===== config.mk =====
export PLATFORM = sky130hd
export DESIGN_NAME = stable_priority_queue
export DESIGN_NICKNAME = d
export VERILOG_FILES = /design/src/rtl/spq_pkg.sv /design/src/rtl/spq_cell.sv /design/src/rtl/stable_priority_queue.sv
export VERILOG_INCLUDE_DIRS = /design/src /design/src/rtl
export SDC_FILE = /design/constraint.sdc
export NUM_CORES = 2
export LEC_CHECK = 0
export ABC_AREA = 1
export BUFFER_PORTS_ARGS = -buffer_cell sky130_fd_sc_hd__buf_2
export CAP_MARGIN = 20
export CORE_MARGIN = 8
export CORE_UTILIZATION = 29
export DETAILED_ROUTE_END_ITERATION = 10
export SLEW_MARGIN = 20
export SYNTH_ARGS = -nofsm -noshare
export SYNTH_HDL_FRONTEND = slang
export SYNTH_SLANG_ARGS = --single-unit

===== constraint.sdc =====
create_clock -name clk -period 24 [get_ports clk]
set_clock_uncertainty 0.15 [all_clocks]
set_input_delay 3.6 -clock clk [delete_from_list [all_inputs] [get_ports clk]]
set_output_delay 3.6 -clock clk [all_outputs]
set_load 0.01 [all_outputs]

===== src/rtl/stable_priority_queue_macros.svh =====
// assertion macros for the priority queue
`ifndef STABLE_PRIORITY_QUEUE_MACROS_SVH
`define STABLE_PRIORITY_QUEUE_MACROS_SVH

// same-cycle implication, masked during reset
`define SPQ_ASSERT_NOW(label, ante, cons, msg) \
  label: assert property (@(posedge clk) disable iff (rst) (ante) |-> (cons)) \
    else $error(msg);

// next-cycle implication, masked during reset
`define SPQ_ASSERT_NEXT(label, ante, cons, msg) \
  label: assert property (@(posedge clk) disable iff (rst) (ante) |=> (cons)) \
    else $error(msg);

`endif


===== src/rtl/spq_pkg.sv =====
`default_nettype none
package spq_pkg;

  localparam int CapacityDefault = 16;
  localparam int DataW = 32;
  localparam int PrioW = 32;
  localparam int TotalW = 5;

  localparam logic [1:0] ACT_INSERT = 2'd0;
  localparam logic [1:0] ACT_REMOVE = 2'd1;
  localparam logic [1:0] ACT_PEEK = 2'd2;

  localparam logic [1:0] ST_OK = 2'd0;
  localparam logic [1:0] ST_FULL = 2'd1;
  localparam logic [1:0] ST_EMPTY = 2'd2;

  typedef struct packed {
    logic [1:0]              action;
    logic [DataW-1:0]        item_data;
    logic signed [PrioW-1:0] item_priority;
  } spq_in_t;

  typedef struct packed {
    logic [DataW-1:0]  front_data;
    logic [1:0]        status;
    logic [TotalW-1:0] entry_total;
  } spq_out_t;

  typedef struct packed {
    logic                    insert;
    logic                    remove;
    logic signed [PrioW-1:0] new_priority;
    logic [DataW-1:0]        new_data;
  } spq_ctrl_t;

endpackage
`default_nettype wire


===== src/rtl/spq_cell.sv =====
`default_nettype none
module spq_cell
  import spq_pkg::*;
(
  input  wire logic                    clk,
  input  wire spq_ctrl_t               ctrl,
  input  wire logic                    occupied,
  input  wire logic                    left_keep,
  input  wire logic signed [PrioW-1:0] left_priority,
  input  wire logic [DataW-1:0]        left_data,
  input  wire logic signed [PrioW-1:0] right_priority,
  input  wire logic [DataW-1:0]        right_data,
  output logic                         keep,
  output logic signed [PrioW-1:0]      priority_q,
  output logic [DataW-1:0]             data_q
);

  // entry stays put when it ranks at or above the newcomer
  assign keep = occupied && (priority_q >= ctrl.new_priority);

  always_ff @(posedge clk) begin
    if (ctrl.insert) begin
      if (!keep) begin
        if (left_keep) begin
          priority_q <= ctrl.new_priority;
          data_q     <= ctrl.new_data;
        end else begin
          priority_q <= left_priority;
          data_q     <= left_data;
        end
      end
    end else if (ctrl.remove) begin
      priority_q <= right_priority;
      data_q     <= right_data;
    end
  end

endmodule
`default_nettype wire


===== src/rtl/stable_priority_queue.sv =====
// Sorted priority queue of up to CAPACITY entries (signed priority plus data word),
// highest priority at the front, equal priorities served in arrival order. It is
// built as a row of cells that all compare against the incoming priority at once
// and shift one place right on insert or one place left on remove. The result of every
// transaction (insert, remove or peek) is registered, and a new one is accepted
// every cycle while the result register is free or being drained. Insert on a full
// queue reports status full; remove or peek on an empty queue reports status empty.
`default_nettype none
`include "stable_priority_queue_macros.svh"
module stable_priority_queue
  import spq_pkg::*;
#(
  parameter int CAPACITY = CapacityDefault
) (
  input  wire logic     clk,
  input  wire logic     rst,
  input  wire logic     in_valid,
  output logic          in_stall,
  input  wire spq_in_t  in_item,
  output logic          out_valid,
  input  wire logic     out_stall,
  output spq_out_t      out_item
);

  localparam int CountW = $clog2(CAPACITY + 1);

  logic              accept;
  logic              is_insert;
  logic              is_remove;
  logic              full;
  logic              empty;
  logic [CountW-1:0] count;
  logic [CountW-1:0] count_next;
  spq_ctrl_t         ctrl;
  spq_out_t          result;

  logic                    keep_v     [CAPACITY];
  logic signed [PrioW-1:0] prio_v     [CAPACITY];
  logic [DataW-1:0]        data_v     [CAPACITY];

  assign in_stall  = out_valid && out_stall;
  assign accept    = in_valid && !in_stall;
  assign is_insert = (in_item.action == ACT_INSERT);
  assign is_remove = (in_item.action == ACT_REMOVE);
  assign full      = (count == CountW'(CAPACITY));
  assign empty     = (count == '0);

  assign ctrl.insert       = accept && is_insert && !full;
  assign ctrl.remove       = accept && is_remove && !empty;
  assign ctrl.new_priority = in_item.item_priority;
  assign ctrl.new_data     = in_item.item_data;

  genvar i;
  generate
    for (i = 0; i < CAPACITY; i++) begin : g_cell
      logic                    occupied;
      logic                    left_keep;
      logic signed [PrioW-1:0] left_priority;
      logic [DataW-1:0]        left_data;
      logic signed [PrioW-1:0] right_priority;
      logic [DataW-1:0]        right_data;

      assign occupied = (CountW'(i) < count);

      if (i == 0) begin : g_head
        assign left_keep     = 1'b1;
        assign left_priority = '0;
        assign left_data     = '0;
      end else begin : g_body
        assign left_keep     = keep_v[i-1];
        assign left_priority = prio_v[i-1];
        assign left_data     = data_v[i-1];
      end

      if (i == CAPACITY - 1) begin : g_tail
        assign right_priority = '0;
        assign right_data     = '0;
      end else begin : g_inner
        assign right_priority = prio_v[i+1];
        assign right_data     = data_v[i+1];
      end

      spq_cell u_cell (
        .clk           (clk),
        .ctrl          (ctrl),
        .occupied      (occupied),
        .left_keep     (left_keep),
        .left_priority (left_priority),
        .left_data     (left_data),
        .right_priority(right_priority),
        .right_data    (right_data),
        .keep          (keep_v[i]),
        .priority_q    (prio_v[i]),
        .data_q        (data_v[i])
      );
    end
  endgenerate

  always_comb begin
    count_next        = count;
    result.front_data = '0;
    result.status     = ST_OK;
    if (is_insert) begin
      if (full) begin
        result.status = ST_FULL;
      end else begin
        count_next = count + 1'b1;
      end
    end else if (empty) begin
      result.status = ST_EMPTY;
    end else begin
      result.front_data = data_v[0];
      if (is_remove) begin
        count_next = count - 1'b1;
      end
    end
    result.entry_total = TotalW'(count_next);
  end

  always_ff @(posedge clk) begin
    if (rst) begin
      count     <= '0;
      out_valid <= 1'b0;
    end else begin
      if (accept) begin
        count     <= count_next;
        out_valid <= 1'b1;
      end else if (!out_stall) begin
        out_valid <= 1'b0;
      end
    end
  end

  always_ff @(posedge clk) begin
    if (accept) begin
      out_item <= result;
    end
  end

  `SPQ_ASSERT_NOW(a_count_bound, 1'b1, count <= CountW'(CAPACITY), "count above capacity")
  `SPQ_ASSERT_NEXT(a_full_insert, accept && is_insert && full,
    out_item.status == ST_FULL && count == $past(count), "full insert mishandled")
  `SPQ_ASSERT_NEXT(a_remove_count, accept && is_remove && !empty,
    count == $past(count) - 1'b1, "remove did not drop count")
  `SPQ_ASSERT_NOW(a_empty_zero, out_valid && out_item.status == ST_EMPTY,
    out_item.front_data == '0 && out_item.entry_total == '0, "empty result not zero")

endmodule
`default_nettype wire

# Word level (Yosys, flattened, before mapping)
# Cells that the tools add are included.
# Widths: inputs -> output; s select.
[op_classes]
magnitude_cmp = 32
add_sub_neg = 2
reduce_logical = 45
n_eq_ne = 19
muxes = 134
[ops]
columns = ["op", "count"]
rows = [
  ["$mux 32", 125],
  ["$ge 32x32->1", 16],
  ["$lt 4x5->1 const A", 8],
  ["$ne 2x2->1 const B", 16],
  ["$reduce_and 2->1", 16],
  ["$logic_and 1x1->1", 22],
  ["$lt 3x5->1 const A", 4],
  ["$mux 5", 4],
  ["$lt 1x5->1 const A", 2],
  ["$lt 2x5->1 const A", 2],
  ["$add 5x1->5 const B", 1],
  ["$eq 5x5->1 const B", 1],
  ["$logic_not 5->1", 1],
  ["$sub 5x1->5 const B", 1],
  ["$mux 2", 2],
  ["$logic_not 1->1", 3],
  ["$mux 1", 3],
  ["$eq 2x1->1 const B", 1],
  ["$logic_not 2->1", 1],
  ["$ne 2x1->1 const B", 1],
  ["$reduce_bool 2->1", 1],
  ["$reduce_or 2->1", 1],
]
[word_totals]
reg_bits = 1069
out_inout_bits = 41

# Depth between registers and ports, before layout
[depth]
word_depth = 7
mapped_depth = 22

# By module
# From an unflattened synthesis, not the netlist that was laid out.
[hier_totals]
cells_unflattened = 8215
hier_area_um2 = 67548.5
[modules_own_cells]
columns = ["module", "cells_each", "area_each_um2", "seq_area_each_um2", "instances"]
rows = [
  ["spq_cell (g_cell[0].u_cell ...)", 497, 4078.9, 1921.8, 13],
  ["spq_cell (g_cell[8].u_cell ...)", 508, 4121.5, 1921.8, 2],
  ["spq_cell (g_cell[13].u_cell)", 500, 4077.7, 1921.8, 1],
  ["stable_priority_queue", 238, 2202.1, 1291.2, 1],
]

# Worst setup path after synthesis
# No wires, ideal clock.
[synth_path]
path_type = "in2reg"
startpoint = "input port out_stall"
endpoint = "register g_cell[14].u_cell.data_q[0], enable pin"
required_ns = 23.276
path_stages = 9
slack_ns = 13.160
arrival_ns = 10.115
cell_sequence = "nand2_1 > inv_1 > nor2_2 > inv_1 > nor2_1 > nand2_1 > buf_2 > clkbuf_1 > o21ai_0"
[synth_via]
elab_chain_len = 7
[synth_rtl]
columns = ["item", "line_no", "text"]
rows = [
  ["start, declared", "stable_priority_queue.sv:21", "input wire logic out_stall,"],
  ["$logic_and 1x1->1 (*)", "stable_priority_queue.sv:41", "assign in_stall = out_valid && out_stall;"],
  ["via in_stall", "stable_priority_queue.sv:18", "output logic in_stall,"],
  ["$logic_not 1->1 (*)", "stable_priority_queue.sv:42", "assign accept = in_valid && !in_stall;"],
  ["$logic_and 1x1->1 (*)", "stable_priority_queue.sv:42", ""],
  ["via accept", "stable_priority_queue.sv:27", "logic accept;"],
  ["$logic_and 1x1->1 (on tied branches) (2 in series)", "stable_priority_queue.sv:48, stable_priority_queue.sv:49", ""],
  ["$ne 2x2->1 (no source line) / $reduce_bool 2->1 (equally long branches)", "-", ""],
  ["$reduce_and 2->1 (no source line) (*)", "-", ""],
  ["end signal, assigned", "spq_cell.sv:26", "data_q <= ctrl.new_data;"],
  ["end signal, assigned", "spq_cell.sv:29", "data_q <= left_data;"],
  ["end signal, assigned", "spq_cell.sv:34", "data_q <= right_data;"],
  ["end, declared", "spq_cell.sv:15", "output logic [DataW-1:0] data_q"],
]
# Mark *: on every way through the listed nets, which the timed path passes. The rest lies on a longest branch.
# A chain may end at the register's enable or synchronous reset.

# Worst setup path after layout
[layout_path]
startpoint = "input port out_stall"
endpoint = "register g_cell[15].u_cell.priority_q[14] (data pin)"
[layout_via]
elab_chain_len = 6
[layout_rtl]
columns = ["item", "line_no", "text"]
rows = [
  ["$logic_and 1x1->1", "stable_priority_queue.sv:41", ""],
  ["$logic_not 1->1", "stable_priority_queue.sv:42", ""],
  ["$logic_and 1x1->1", "stable_priority_queue.sv:42", ""],
  ["via accept", "stable_priority_queue.sv:27", ""],
  ["$logic_and 1x1->1 (2 in series)", "stable_priority_queue.sv:48", "assign ctrl.insert = accept && is_insert && !full;"],
  ["$mux 32", "spq_cell.sv:22", "if (ctrl.insert) begin"],
  ["end signal, assigned", "spq_cell.sv:25", "priority_q <= ctrl.new_priority;"],
  ["end signal, assigned", "spq_cell.sv:28", "priority_q <= left_priority;"],
  ["end signal, assigned", "spq_cell.sv:33", "priority_q <= right_priority;"],
  ["end, declared", "spq_cell.sv:14", "output logic signed [PrioW-1:0] priority_q,"],
]
# The timed path passes the listed nets, and every way through them passes these cells.

==> flow_summary.toml <==
[synth]
synth_fp_nets = 9742
syn_area_um2 = 68900
synth_flop_cell = "edfxtp_1"
yosys_warnings = 0
avgSynthCellArea_um2 = 7.52
synth_cell_type_count = 35
synthArstFlopShare = 0
yosys_register_bits = 1069
syn_inst = 9157
yosysSeqAreaShare = 0.465
synth_edf_count = 1063

[drt]
drc = 0
routed_wirelength_mm = 235
via_count = 58100
drt_iter0_drc = 6148
vias_per_cell = 4.71
drtAntennaViolNets = 0
wire_per_inst_um = 19.1
drt-pass1-iter-count = 8

[worst_setup_path]
required_ns = 24.35
arrival_ns = 8.98
worst_r2r_endpoint = "g_cell[15].u_cell.priority_q[14]$_SDFFCE_PN0P_"
r2r_cells = 10
criticalPathCategory = "input port to flip-flop"
crit-reg2reg-launch = "count[1]$_SDFFE_PP0P_"
crit_path_start_kind = "input port"
regToRegSetupSlack_ns = 17.77
crit_fanout = 189
cp-end-kind = "flip-flop"

[floorplan]
fp-row-count = 179
die_x_um = 503
design.core.area_um2 = 237000
pin_count = 111
die_y_um = 503
die_area_um2 = 253000
initial_utilization = 0.291

[job]
cap_viol_max_count = 0

[power]
power.leakage_nw = 42.9
worst_ir_drop_vdd_uv = 75.1
p_int_w = 0.00359
combPwrFrac = 0.175
clock_power_share = 0.380
switching_share = 0.310
seqPwrFrac = 0.445
p_sw_w = 0.00161
p_per_area_nw_per_um2 = 68.1
totalPowerFinal_w = 0.00519

[place]
dpl.hpwl_mm = 154
place_congestion = 0.976
place_ws_ns = 14.58
io_buffers = 110

[clock_tree]
cts_sinks = 1069
clock_latency_ns = 0.81
holdBufCountCts = 0
numCtsBuffers = 130
cts_root_buf = "clkbuf_16"
clk_pin_slew_ns = 0.06
cts_resized = 0
postCtsSetupBuffers = 0
h-tree-depth = 4
clk_path_buf_depth = 3
cts_tree = "built"

[timing]
min_period_over_period = 0.360
slew_viol_final = 0
holdWs_ns = 0.338
setup_viol = 0
grt_setup_unrepaired = "false"
setup_tns_ns = 0
fin_crit_ns = 8.63
fmax_ghz = 0.116
hold_viol = 0
fin_ws_ns = 15.37
slew_headroom = 0.235
tightest_slew_ns = 1.15

[layout]
postLayoutCoreUtil = 0.322
nets = 9648
syn2layout_area_growth_pct = 10.7
layout-drive-gt1-share = 0.0511

[global_route]
grt_max_degree = 191
grt_overflow = 0
track_usage = 0.180
grt_pass1_wl_mm = 351
antenna_found_initial = 14
grt_pass1_vias = 55800

[run_status]
status = "complete, no violations"

[worst_hold_path]
holdPathStages = 2
min_from = "out_valid$_SDFFE_PP0P_"
hold_path_class = "flip-flop to flip-flop"
holdPathEnd = "out_valid$_SDFFE_PP0P_"
## power groups by stage
stage	Sequential, W	Combinational [W]	Clock (W)
5_1_grt	0.00232	0.00102	0.00206
4_1_cts	0.00231	0.000901	0.00200
6_report	0.00231	0.000907	0.00197
3_5_place_dp	0.00235	0.000897	0
3_3_place_gp	0.00235	0.000886	0
2_1_floorplan	0.00232	0.000599	0
## synthesized netlist by cell type (7+ instances only)
master	instances	area, um^2
clkbuf_1	123	462
o21bai_1	8	60.1
edfxtp_1	1063	31900
inv_1	1090	4090
nor2_1	178	668
ha_1	515	6440
o21a_1	32	240
buf_2	199	996
buf_6	34	383
nand2_2	53	332
o21ai_0	116	581
nand3_1	122	611
nand2_1	5175	19400
nor2_2	7	43.8
a21o_1	17	128
a21oi_1	290	1450
nand4_1	51	319
buf_4	40	300
## critical path: stages
cell,delay [ns]
buf_2,0.07
nand2_1,0.06
inv_1,0.11
nor2_4,0.07
inv_1,0.23
nor2_1,0.12
nand2_4,0.46
buf_12,0.61
buf_4,0.81
buf_4,0.87
buf_4,0.79
buf_4,0.83
a21oi_1,0.10
## metal layers
layer | track usage | up-vias | part of all wire | wire (um)
li1 | - | 28300 | - | -
met1 | 0.239 | 27100 | 0.42 | 99500
met2 | 0.289 | 2273 | 0.45 | 105000
met3 | 0.0263 | 465 | 0.076 | 17800
met4 | 0.0869 | 0 | 0.054 | 12700
met5 | 0 | - | 0 | 0
## registers in the layout (all words and copies together), names as in the netlist
name and cells:
g_cell.u_cell.priority_q 512, count 5, g_cell.u_cell.data_q 512, out_valid 1, out_item 39
## stage by stage
stage               instances  instance area (um^2)
floorplan                9157                 68900
global placement        12100                 72100
detailed placement      12100                 72100
CTS                     12300                 76200
global route            12300                 76300
finish                  12300                 76300
## worst max-delay path by stage
stage               startpoint                                              to  slack (ns)  depth (start not counted)
global placement     out_stall  g_cell[15].u_cell.priority_q[14]$_SDFFCE_PN0P_       14.62                         13
finish               out_stall  g_cell[15].u_cell.priority_q[14]$_SDFFCE_PN0P_       15.37                         13
CTS                  out_stall  g_cell[15].u_cell.priority_q[14]$_SDFFCE_PN0P_       15.43                         13
global route         out_stall       g_cell[13].u_cell.priority_q[8]$_DFFE_PP_       14.95                         14
detailed placement   out_stall  g_cell[15].u_cell.priority_q[11]$_SDFFCE_PN0P_       14.58                         13
floorplan            out_stall           g_cell[14].u_cell.data_q[0]$_DFFE_PP_       13.16                          9
## cell usage in the layout (no fill, tap or decap), types with 110 or more instances in the layout
master	n
nand2_1	5130
a21oi_1	290
edfxtp_1	1063
nand3_1	120
clkbuf_16	131
nor2_1	178
inv_1	1090
o21ai_0	115
ha_1	515
buf_2	110
## layout make-up
class | instances | area (um^2)
clock inverter | 73 | 718
sequential | 1069 | 32000
inverter | 1094 | 4110
tap | 3167 | 3960
clock buffer | 159 | 3390
antenna | 19 | 47.5
fill | 25400 | 161000
multi-input combinational | 6587 | 30900
timing repair buffer | 181 | 1120
## cells by family after synthesis
family	count (synthesis)	synth area share
adders and majority gates	515	0.0935
DFF	1069	0.465
buffers and inverters	1501	0.0927
and+or+nand+nor	5603	0.312
xor gates and xnor gates	3	0.000381
AOI/OAI and AO/OA	466	0.0360
No activity file was read; power rests on OpenSTA's default activity.
